**src/hw/rtl/assert_macros.svh**
```systemverilog
// ---------------------------------------------------------------------------
// Assertion macros
// Shared concurrent assertion wrappers; define NO_ASSERTIONS to drop them.
// ---------------------------------------------------------------------------
`ifndef ASSERT_MACROS_SVH
`define ASSERT_MACROS_SVH

`ifndef NO_ASSERTIONS
// Check a property on every clock edge outside reset.
`define KEQ_ASSERT(name, clock, rstn, prop, msg) \
	name: assert property (@(posedge clock) disable iff (!(rstn)) (prop)) \
		else $error(msg);
// Check a property on every clock edge, reset included.
`define KEQ_ASSERT_ALWAYS(name, clock, prop, msg) \
	name: assert property (@(posedge clock) (prop)) else $error(msg);
`else
`define KEQ_ASSERT(name, clock, rstn, prop, msg)
`define KEQ_ASSERT_ALWAYS(name, clock, prop, msg)
`endif

`endif

```
**src/hw/rtl/keq_pkg.sv**
```systemverilog
// ---------------------------------------------------------------------------
// keq_pkg
// Command, event and key codes of the key event queue.
// ---------------------------------------------------------------------------
package keq_pkg;

	localparam int unsigned KEY_W      = 10;
	localparam int unsigned CFG_IDX_W  = 1;
	localparam int unsigned CFG_DATA_W = 8;
	localparam int unsigned SUM_W      = 9;

	typedef enum logic [1:0] {
		CMD_EVENT  = 2'd0,
		CMD_RESULT = 2'd1,
		CMD_POP    = 2'd2,
		CMD_CLEAR  = 2'd3
	} cmd_t;

	typedef enum logic [1:0] {
		RES_NA    = 2'd0,
		RES_FAIL  = 2'd1,
		RES_PASS  = 2'd2,
		RES_OTHER = 2'd3
	} result_t;

	typedef enum logic [CFG_IDX_W-1:0] {
		CFG_THRESHOLD = 1'b0,
		CFG_REMAP     = 1'b1
	} cfg_idx_t;

	// Input event types and axes
	localparam logic [4:0]  EV_SYN = 5'd0;
	localparam logic [4:0]  EV_KEY = 5'd1;
	localparam logic [4:0]  EV_REL = 5'd2;
	localparam logic [15:0] REL_Y  = 16'd1;
	localparam logic [15:0] KC_LIMIT = 16'd767;

	// Key codes
	localparam logic [KEY_W-1:0] KC_DOWN      = 10'd108;
	localparam logic [KEY_W-1:0] KC_UP        = 10'd103;
	localparam logic [KEY_W-1:0] KC_BACK      = 10'd158;
	localparam logic [KEY_W-1:0] KC_POWER     = 10'd116;
	localparam logic [KEY_W-1:0] KC_VOLDOWN   = 10'd114;
	localparam logic [KEY_W-1:0] KC_VOLUP     = 10'd115;
	localparam logic [KEY_W-1:0] KC_ALT_UP    = 10'd139;

	localparam logic [CFG_DATA_W-1:0] THRESHOLD_RST = 8'd3;

	// Map the alternate up and back codes onto the volume keys.
	function automatic logic [KEY_W-1:0] remap_key(input logic [KEY_W-1:0] code,
			input logic enable);
		logic [KEY_W-1:0] res;
		res = code;
		if (enable) begin
			if (code == KC_ALT_UP) begin
				res = KC_VOLUP;
			end else if (code == KC_BACK) begin
				res = KC_VOLDOWN;
			end
		end
		return res;
	endfunction

endpackage

```
**src/hw/rtl/keq_ram.sv**
```systemverilog
// ---------------------------------------------------------------------------
// keq_ram
// Simple dual-port key store: one write port, one registered read port.
// ---------------------------------------------------------------------------
module keq_ram #(
	parameter int unsigned DEPTH = 256,
	parameter int unsigned WIDTH = 10
) (
	input  logic                     clk,
	input  logic                     wr_en,
	input  logic [$clog2(DEPTH)-1:0] wr_addr,
	input  logic [WIDTH-1:0]         wr_data,
	input  logic                     rd_en,
	input  logic [$clog2(DEPTH)-1:0] rd_addr,
	output logic [WIDTH-1:0]         rd_data
);

	logic [WIDTH-1:0] mem [DEPTH];
	logic [WIDTH-1:0] rd_data_q;

	// Write one entry
	always_ff @(posedge clk) begin
		if (wr_en) begin
			mem[wr_addr] <= wr_data;
		end
	end

	// Read one entry; hold the data until the next read
	always_ff @(posedge clk) begin
		if (rd_en) begin
			rd_data_q <= mem[rd_addr];
		end
	end

	assign rd_data = rd_data_q;

endmodule

```
**src/hw/rtl/key_event_queue_core.sv**
```systemverilog
// ---------------------------------------------------------------------------
// key_event_queue_core
// Key FIFO fed by raw input events and test results, with trackball
// threshold logic that turns vertical motion into fake up/down keys.
// ---------------------------------------------------------------------------
// The block takes one command beat per cycle and returns exactly one result
// beat for it. The result passes through stage 1 and the output register
// before it is presented on the outputs: the command updates the queue
// pointers, the count and the motion sum in the cycle it is accepted, a pop
// reads the key store (a synchronous memory of QUEUE_DEPTH entries) in that
// same cycle, and the read data meets the rest of the result in the output
// register. While the result side keeps taking beats the input never stalls;
// when a result waits, one more command beat is taken and then the input
// stalls until the result side moves again. Pops and pushes never touch the
// store in the same cycle, so no forwarding is needed. The key store has no
// reset; only entries already written are read.
`include "assert_macros.svh"

module key_event_queue_core #(
	parameter int unsigned QUEUE_DEPTH = 256
) (
	input  logic                                clk,
	input  logic                                arst_n,
	// command channel
	input  logic                                evt_valid,
	output logic                                evt_stall,
	input  logic [1:0]                          command,
	input  logic [4:0]                          event_type,
	input  logic [15:0]                         event_code,
	input  logic signed [31:0]                  event_value,
	input  logic [1:0]                          result_code,
	// result channel
	output logic                                res_valid,
	input  logic                                res_stall,
	output logic                                key_valid,
	output logic [keq_pkg::KEY_W-1:0]           pop_code,
	output logic [$clog2(QUEUE_DEPTH+1)-1:0]    queue_level,
	output logic                                dropped,
	// configuration channel
	input  logic                                cfg_valid,
	output logic                                cfg_ready,
	input  logic [keq_pkg::CFG_IDX_W-1:0]       cfg_index,
	input  logic [keq_pkg::CFG_DATA_W-1:0]      cfg_data
);

	import keq_pkg::*;

	localparam int unsigned PTR_W = $clog2(QUEUE_DEPTH);
	localparam int unsigned CNT_W = $clog2(QUEUE_DEPTH + 1);
	localparam int unsigned RING_W = CNT_W + 1;
	localparam logic [PTR_W-1:0] PTR_LAST = PTR_W'(QUEUE_DEPTH - 1);
	localparam logic [CNT_W-1:0] CNT_FULL = CNT_W'(QUEUE_DEPTH);

	// Configuration registers
	logic [CFG_DATA_W-1:0] thr_q;
	logic                  remap_q;

	// Queue and motion state
	logic [PTR_W-1:0]        rd_ptr_q, wr_ptr_q;
	logic [CNT_W-1:0]        cnt_q;
	logic signed [SUM_W-1:0] sum_q;

	// Pipeline: stage 1 waits for the store read, then the output register
	logic             valid_s1, key_valid_s1, dropped_s1;
	logic [CNT_W-1:0] level_s1;
	logic             out_valid_q, key_valid_q, dropped_q;
	logic [KEY_W-1:0] pop_code_q;
	logic [CNT_W-1:0] level_q;

	logic             accept, adv_s1;
	logic             push_req, do_push, do_pop, do_clear, full, drop;
	logic [KEY_W-1:0] push_code;
	logic             sum_load;
	logic signed [SUM_W-1:0] sum_nxt;
	logic signed [32:0] sum_add, thr_pos, thr_neg;
	logic [CNT_W-1:0] cnt_nxt;
	logic [KEY_W-1:0] rd_data;

	// Handshakes
	assign adv_s1    = !out_valid_q || !res_stall;
	assign evt_stall = valid_s1 && !adv_s1;
	assign accept    = evt_valid && !evt_stall;
	assign cfg_ready = 1'b1;

	// Decode the command and work out the queue and motion updates
	always_comb begin
		push_req  = 1'b0;
		push_code = KC_BACK;
		do_pop    = 1'b0;
		do_clear  = 1'b0;
		sum_load  = 1'b0;
		sum_nxt   = sum_q;
		thr_pos   = $signed({25'd0, thr_q});
		thr_neg   = -thr_pos;
		sum_add   = $signed({{(33 - SUM_W){sum_q[SUM_W-1]}}, sum_q})
			+ $signed({event_value[31], event_value});
		full      = (cnt_q == CNT_FULL);
		unique case (cmd_t'(command))
			CMD_EVENT: begin
				if (event_type == EV_SYN) begin
					// sync: no change
				end else if (event_type == EV_REL) begin
					if (event_code == REL_Y) begin
						sum_load = 1'b1;
						if (sum_add > thr_pos) begin
							sum_nxt   = '0;
							push_req  = 1'b1;
							push_code = KC_DOWN;
						end else if (sum_add < thr_neg) begin
							sum_nxt   = '0;
							push_req  = 1'b1;
							push_code = KC_UP;
						end else begin
							sum_nxt = sum_add[SUM_W-1:0];
						end
					end
				end else begin
					sum_load = 1'b1;
					sum_nxt  = '0;
					if (event_type == EV_KEY && event_code <= KC_LIMIT
							&& !event_value[31] && (|event_value)) begin
						push_req  = 1'b1;
						push_code = event_code[KEY_W-1:0];
					end
				end
			end
			CMD_RESULT: begin
				case (result_t'(result_code))
					RES_NA: begin
						push_req  = 1'b1;
						push_code = KC_BACK;
					end
					RES_FAIL: begin
						push_req  = 1'b1;
						push_code = KC_POWER;
					end
					RES_PASS: begin
						push_req  = 1'b1;
						push_code = KC_VOLDOWN;
					end
					default: begin
						push_req = 1'b0;
					end
				endcase
			end
			CMD_POP: begin
				do_pop = (cnt_q != '0);
			end
			CMD_CLEAR: begin
				do_clear = 1'b1;
			end
			default: begin
				do_clear = 1'b0;
			end
		endcase
		do_push = push_req && !full;
		drop    = push_req && full;
		if (do_clear) begin
			cnt_nxt = '0;
		end else if (do_push) begin
			cnt_nxt = cnt_q + 1'b1;
		end else if (do_pop) begin
			cnt_nxt = cnt_q - 1'b1;
		end else begin
			cnt_nxt = cnt_q;
		end
	end

	// Write configuration registers
	always_ff @(posedge clk or negedge arst_n) begin
		if (!arst_n) begin
			thr_q   <= THRESHOLD_RST;
			remap_q <= 1'b0;
		end else if (cfg_valid && cfg_ready) begin
			unique case (cfg_idx_t'(cfg_index))
				CFG_THRESHOLD: thr_q   <= cfg_data;
				CFG_REMAP:     remap_q <= cfg_data[0];
				default:       thr_q   <= thr_q;
			endcase
		end
	end

	// Advance pointers, count and motion sum on an accepted beat
	always_ff @(posedge clk or negedge arst_n) begin
		if (!arst_n) begin
			rd_ptr_q <= '0;
			wr_ptr_q <= '0;
			cnt_q    <= '0;
			sum_q    <= '0;
		end else if (accept) begin
			cnt_q <= cnt_nxt;
			if (sum_load) begin
				sum_q <= sum_nxt;
			end
			if (do_clear) begin
				rd_ptr_q <= '0;
				wr_ptr_q <= '0;
			end else begin
				if (do_push) begin
					wr_ptr_q <= (wr_ptr_q == PTR_LAST) ? '0 : wr_ptr_q + 1'b1;
				end
				if (do_pop) begin
					rd_ptr_q <= (rd_ptr_q == PTR_LAST) ? '0 : rd_ptr_q + 1'b1;
				end
			end
		end
	end

	// Key store
	keq_ram #(
		.DEPTH (QUEUE_DEPTH),
		.WIDTH (KEY_W)
	) u_store (
		.clk     (clk),
		.wr_en   (accept && do_push),
		.wr_addr (wr_ptr_q),
		.wr_data (push_code),
		.rd_en   (accept && do_pop),
		.rd_addr (rd_ptr_q),
		.rd_data (rd_data)
	);

	// Stage 1: hold the result while the store read completes
	always_ff @(posedge clk or negedge arst_n) begin
		if (!arst_n) begin
			valid_s1 <= 1'b0;
		end else if (accept) begin
			valid_s1 <= 1'b1;
		end else if (adv_s1) begin
			valid_s1 <= 1'b0;
		end
	end

	always_ff @(posedge clk) begin
		if (accept) begin
			key_valid_s1 <= do_pop;
			dropped_s1   <= drop;
			level_s1     <= cnt_nxt;
		end
	end

	// Output register: load the finished result, drop it when taken
	always_ff @(posedge clk or negedge arst_n) begin
		if (!arst_n) begin
			out_valid_q <= 1'b0;
		end else if (adv_s1) begin
			out_valid_q <= valid_s1;
		end
	end

	always_ff @(posedge clk) begin
		if (adv_s1 && valid_s1) begin
			key_valid_q <= key_valid_s1;
			pop_code_q  <= key_valid_s1 ? remap_key(rd_data, remap_q) : '0;
			level_q     <= level_s1;
			dropped_q   <= dropped_s1;
		end
	end

	assign res_valid   = out_valid_q;
	assign key_valid   = key_valid_q;
	assign pop_code    = pop_code_q;
	assign queue_level = level_q;
	assign dropped     = dropped_q;

	// Checks
	`KEQ_ASSERT(a_cnt_bound, clk, arst_n, cnt_q <= CNT_FULL, "entry count beyond depth")
	`KEQ_ASSERT(a_ring_ptrs, clk, arst_n, (RING_W'(rd_ptr_q) + RING_W'(cnt_q) == RING_W'(wr_ptr_q)) || (RING_W'(rd_ptr_q) + RING_W'(cnt_q) == RING_W'(wr_ptr_q) + RING_W'(QUEUE_DEPTH)), "write pointer out of step with read pointer and count")
	`KEQ_ASSERT(a_drop_full, clk, arst_n, (out_valid_q && dropped_q) |-> (level_q == CNT_FULL && !key_valid_q), "drop reported without a full queue")
	`KEQ_ASSERT(a_no_key_zero, clk, arst_n, (out_valid_q && !key_valid_q) |-> (pop_code_q == '0), "key code set without a popped key")
	`KEQ_ASSERT(a_s1_hold, clk, arst_n, (valid_s1 && !adv_s1) |=> (valid_s1 && $stable(level_s1) && $stable(rd_data)), "stage 1 changed while stalled")

endmodule

```
**config.mk**
```make
export PLATFORM = sky130hd
export DESIGN_NAME = key_event_queue_core
export DESIGN_NICKNAME = d
export VERILOG_FILES = /design/src/hw/rtl/keq_pkg.sv /design/src/hw/rtl/keq_ram.sv /design/src/hw/rtl/key_event_queue_core.sv
export VERILOG_INCLUDE_DIRS = /design/src /design/src/hw/rtl
export SDC_FILE = /design/constraint.sdc
export NUM_CORES = 2
export LEC_CHECK = 0
export BUFFER_PORTS_ARGS = -buffer_cell sky130_fd_sc_hd__clkbuf_2
export CORE_MARGIN = 2
export CORE_UTILIZATION = 58
export CTS_BUF_LIST = sky130_fd_sc_hd__clkbuf_4
export CTS_CLUSTER_SIZE = 28
export DETAILED_ROUTE_END_ITERATION = 16
export GPL_TIMING_DRIVEN = 0
export PLACE_DENSITY = 0.79
export SLEW_MARGIN = 15
export SYNTH_ARGS = -nofsm -noshare
export SYNTH_HDL_FRONTEND = slang
export SYNTH_SLANG_ARGS = --single-unit
```
**constraint.sdc**
```tcl
create_clock -name clk -period 22.1 [get_ports clk]
set_input_delay 1.105 -clock clk [delete_from_list [all_inputs] [get_ports clk]]
set_output_delay 1.105 -clock clk [all_outputs]
set_load 0.1 [all_outputs]
```
==> impl_results.md <==
* Final worst clock skew at approximately 0.095 ns
* Detailed-route wire length per cell at 32.9 um
* Area share of the leading cell type in the synthesized netlist at 73.6%
* Worst stage delay on the critical path at between 0.8 and 0.9 ns
* Leakage power at 37.6 nW
* Clock Sink Count at 2647
* Max-slew violation count at 0
* Worst hold path type: in2reg
* Via count of the first global-routing pass at 57500
* Clock buffer depth at 4
* Final routed DRC violation total at 0
* Proportion of synthesized chip area in sequential cells at 74.7%
* Maximum number of pins on one net before global-route repair at 86
* Library cell appearing most often on the critical path: nor3_1
* F_max at 116 MHz
* Number of endpoints failing setup at the final stage at 0
* Count of distinct cell types in the synthesized netlist at 83
* Layout overhead on the synthesized area at 12.1%
* Placement Setup Slack at 13.43 ns
* Horizontal die dimension at 432 um
* Mapped Nets at 5054
* Crit Path Max Fanout at 25
* Post-synth ARST share at 1.70%
* Total power per unit cell area at 99.5 nW/um^2
* Routed WL at around 280000 um
* Number of synthesized register bits at approximately 2600
* Final TNS setup at 0 ns
* Instance area at placement at ~110000 um^2
* Prevailing post-synth register cell: edfxtp_1
* Headroom to the max-slew limit at about a tenth
* Standard-cell row count at 157
* Worst-case vdd ir drop at 0.0000735 V
* Number of buffers created by CTS at roughly 650
* Number of flops mapped to enable cells by yosys at 2602
* Post-CTS Setup Repair Bufs at 0
* Crit end category: flop
* Wire length of the first global-routing pass at 398000 um
* Area contributors post-synth: edfxtp_1 74%, mux4_2 18%, nor2_1 1.1%, dfrtp_1 1.0%, ha_1 0.99%
* Synth Instances at 4898
* Clock edge transition at the registers on the reported setup and hold paths at 0.06 ns
* Total I/O pin count at 95
* Die footprint at 186000 um^2
* Max-cap check violation count at 0
* Shortest period the worst path allows at 8.65 ns
* Outcome: finished clean
* DR vias at 57800
* Initial Utilization at 58.2%
* Antenna-violating nets left at 0
* GRT Residual Overflow at 0
* Total half-perimeter wirelength after legalization and detailed placement at about 190000 um
* Starting DRC count in detailed routing at 9007
* Yosys warning total at 0
* Mean number of vias per cell at slightly below 7
* Final instance area at about 120000 um^2
* Worst Setup Path Type: reg2reg
* Layout cell share with drive strength beyond 1 at 33.6%
* RSZ-0062 raised after global routing: no
* Final nets at 5869
* Clock tree from TritonCTS: built
* CP required at 23.07 ns
* Die Height at roughly 430 um
* Period utilisation layout at between 30% and 40%
* Data arrival, critical path at 9.62 ns
* Count of TritonRoute iterations in the first routing pass at 9
* Area of the mapped netlist at 106000 um^2
* Clock root buffer master: clkbuf_4
* Initial antenna violation count at 25
* Cell type contributing the most total cell area after synthesis: edfxtp_1
* Routability Congestion at about 0.93
* Synthesized area divided by synthesized cell count at 21.7 um^2
* H-tree levels at 6
* Commonest cells in the netlist: 2602 x edfxtp_1, 850 x mux4_2, 314 x nor2_1
* Cell breakdown of the critical path: ha_1 -> clkbuf_1 -> nand2_1 -> nor3_1 -> nand2_1 -> a211oi_1 -> nor3_1 -> or3b_1 -> ha_1 -> nand4_1 -> nor3_1 -> nand4_1 -> a2111oi_0 -> nor3_1 -> mux2_2 -> o21ai_0 -> a21oi_1 -> a21oi_1 -> nand4b_1 -> buf_2 -> buf_2 -> nor2_1
* Slowest stage cell, crit path: nor2_1
* Worst Tran Pin Value at 1.36 ns
* Slack of the critical path at 13.45 ns
* Fin. Hold Viols at 0
* Most frequent cell after synthesis: edfxtp_1
* Worst Setup Start Kind: flop
* Area inside the core boundary at 182000 um^2
* Clock latency on the worst-skew pair at between 1 and 1.5 ns
* Tot GR Track Use at 30.4%
* Post-layout total power at around 12 mW
* Quantity of I/O buffers inserted on ports at 92
## logic make-up (layout without fill, tap and decap cells)
family,Yosys count,count (layout),synth area share (%)
mux,859,859,18.1
xor+xnor,20,20,0.165
other cells,1,31,0.00353
flops,2647,2647,74.7
buf+inv,306,1547,1.21
simple gates,687,687,2.94
compound gates,293,293,1.89
fa+ha+maj,85,85,1.01
## through the flow
stage | utilization [%] | hold WS [ns] | cells
5_1_grt | 65.2 | 0.151 | 8536
4_1_cts | 65.2 | 0.0440 | 8521
2_1_floorplan | - | 0.400 | 4898
6_report | 65.2 | 0.181 | 8554
3_5_place_dp | 60.9 | 0.410 | 7432
3_3_place_gp | 60.1 | 0.402 | 7375
## cell usage in the layout (no fill, tap or decap), types with 14 or more instances in the layout
| cell type | Yosys | final |
|---|---|---|
| ha_1 | 84 | 84 |
| inv_2 | 0 | 14 |
| nor3_1 | 33 | 31 |
| mux4_2 | 850 | 850 |
| a21oi_1 | 57 | 57 |
| nand3_1 | 31 | 31 |
| o21ai_0 | 65 | 63 |
| a211oi_1 | 17 | 17 |
| clkbuf_4 | 0 | 921 |
| buf_6 | 15 | 18 |
| and3_1 | 17 | 17 |
| clkinv_1 | 1 | 124 |
| nand2_1 | 151 | 150 |
| buf_12 | 0 | 21 |
| nand4_1 | 27 | 27 |
| clkbuf_2 | 0 | 127 |
| dfrtp_1 | 43 | 43 |
| clkbuf_1 | 170 | 148 |
| o21a_1 | 16 | 14 |
| buf_16 | 0 | 31 |
| a21o_1 | 15 | 14 |
| buf_2 | 14 | 21 |
| buf_1 | 62 | 41 |
| diode_2 | 0 | 30 |
| inv_1 | 43 | 43 |
| edfxtp_1 | 2602 | 2602 |
| and2_1 | 33 | 31 |
| nor4_1 | 23 | 23 |
| nor2_1 | 314 | 307 |
| o211ai_1 | 20 | 20 |
## layout make-up
class / count / area (um^2)
sequential: 2647 / 79300
fill: 11400 / 63400
multi-input combinational: 1945 / 25700
clock buffer: 920 / 6910
tap: 2385 / 2980
timing repair buffer: 165 / 1970
buffer: 262 / 1170
clock inverter: 156 / 796
inverter: 44 / 165
antenna: 30 / 75.1
## final timing paths
| check | startpoint | end | slack, ns | depth (start not counted) |
|---|---|---|---|---|
| hold / removal | event_value[0] | sum_q[0]$_DFFE_PN0P_ | 0.18 | 3 |
| max in group asynchronous | arst_n | cnt_q[6]$_DFFE_PN0P_ | 21.25 | 2 |
| hold reg to reg | level_s1[7]$_DFFE_PP_ | queue_level[7]$_DFFE_PP_ | 0.42 | 0 |
| min in group asynchronous | arst_n | sum_q[7]$_DFFE_PN0P_ | 0.34 | 2 |
| setup reg to reg | sum_q[8]$_DFFE_PN0P_ | u_store.mem[90][1]$_DFFE_PP_ | 13.45 | 22 |
| setup / recovery | sum_q[8]$_DFFE_PN0P_ | u_store.mem[90][1]$_DFFE_PP_ | 13.45 | 22 |
## critical path, delay by kind of cell, from the launching register on
family / cells / cell delay, ns
AO/OA/AOI/OAI: 5 / 1.93
adder cells (fa/ha/maj): 2 / 0.80
buffers and inverters: 3 / 1.15
flip-flops: 1 / 0.75
multiplexers: 1 / 0.35
AND/OR/NAND/NOR: 11 / 3.22
## power breakdown
group | internal, mW | switching, mW
logic | 1.00 | 1.44
registers | 5.50 | 0.0208
clock network | 1.98 | 1.90
total | 8.49 | 3.36
## routing by layer
layer	GRT usage [%]	share of wire (%)
met5	0.416	0.13
met4	16.9	6.1
met3	10.9	14
met2	45.0	46
met1	39.6	34
## repair_timing
action                                 in CTS  in global routing
endpoints found under the hold margin      54                  0
hold buffers                               13                  0
resized for setup                           0                  0
## registers in the layout (all words and copies together), names as in the netlist, 9 cells and up
register and count:
cnt_q 9, level_s1 9, pop_code 10, queue_level 9, sum_q 9, u_store.mem 2560
u_store.rd_data 10
Power figures use the tool's default switching activity.
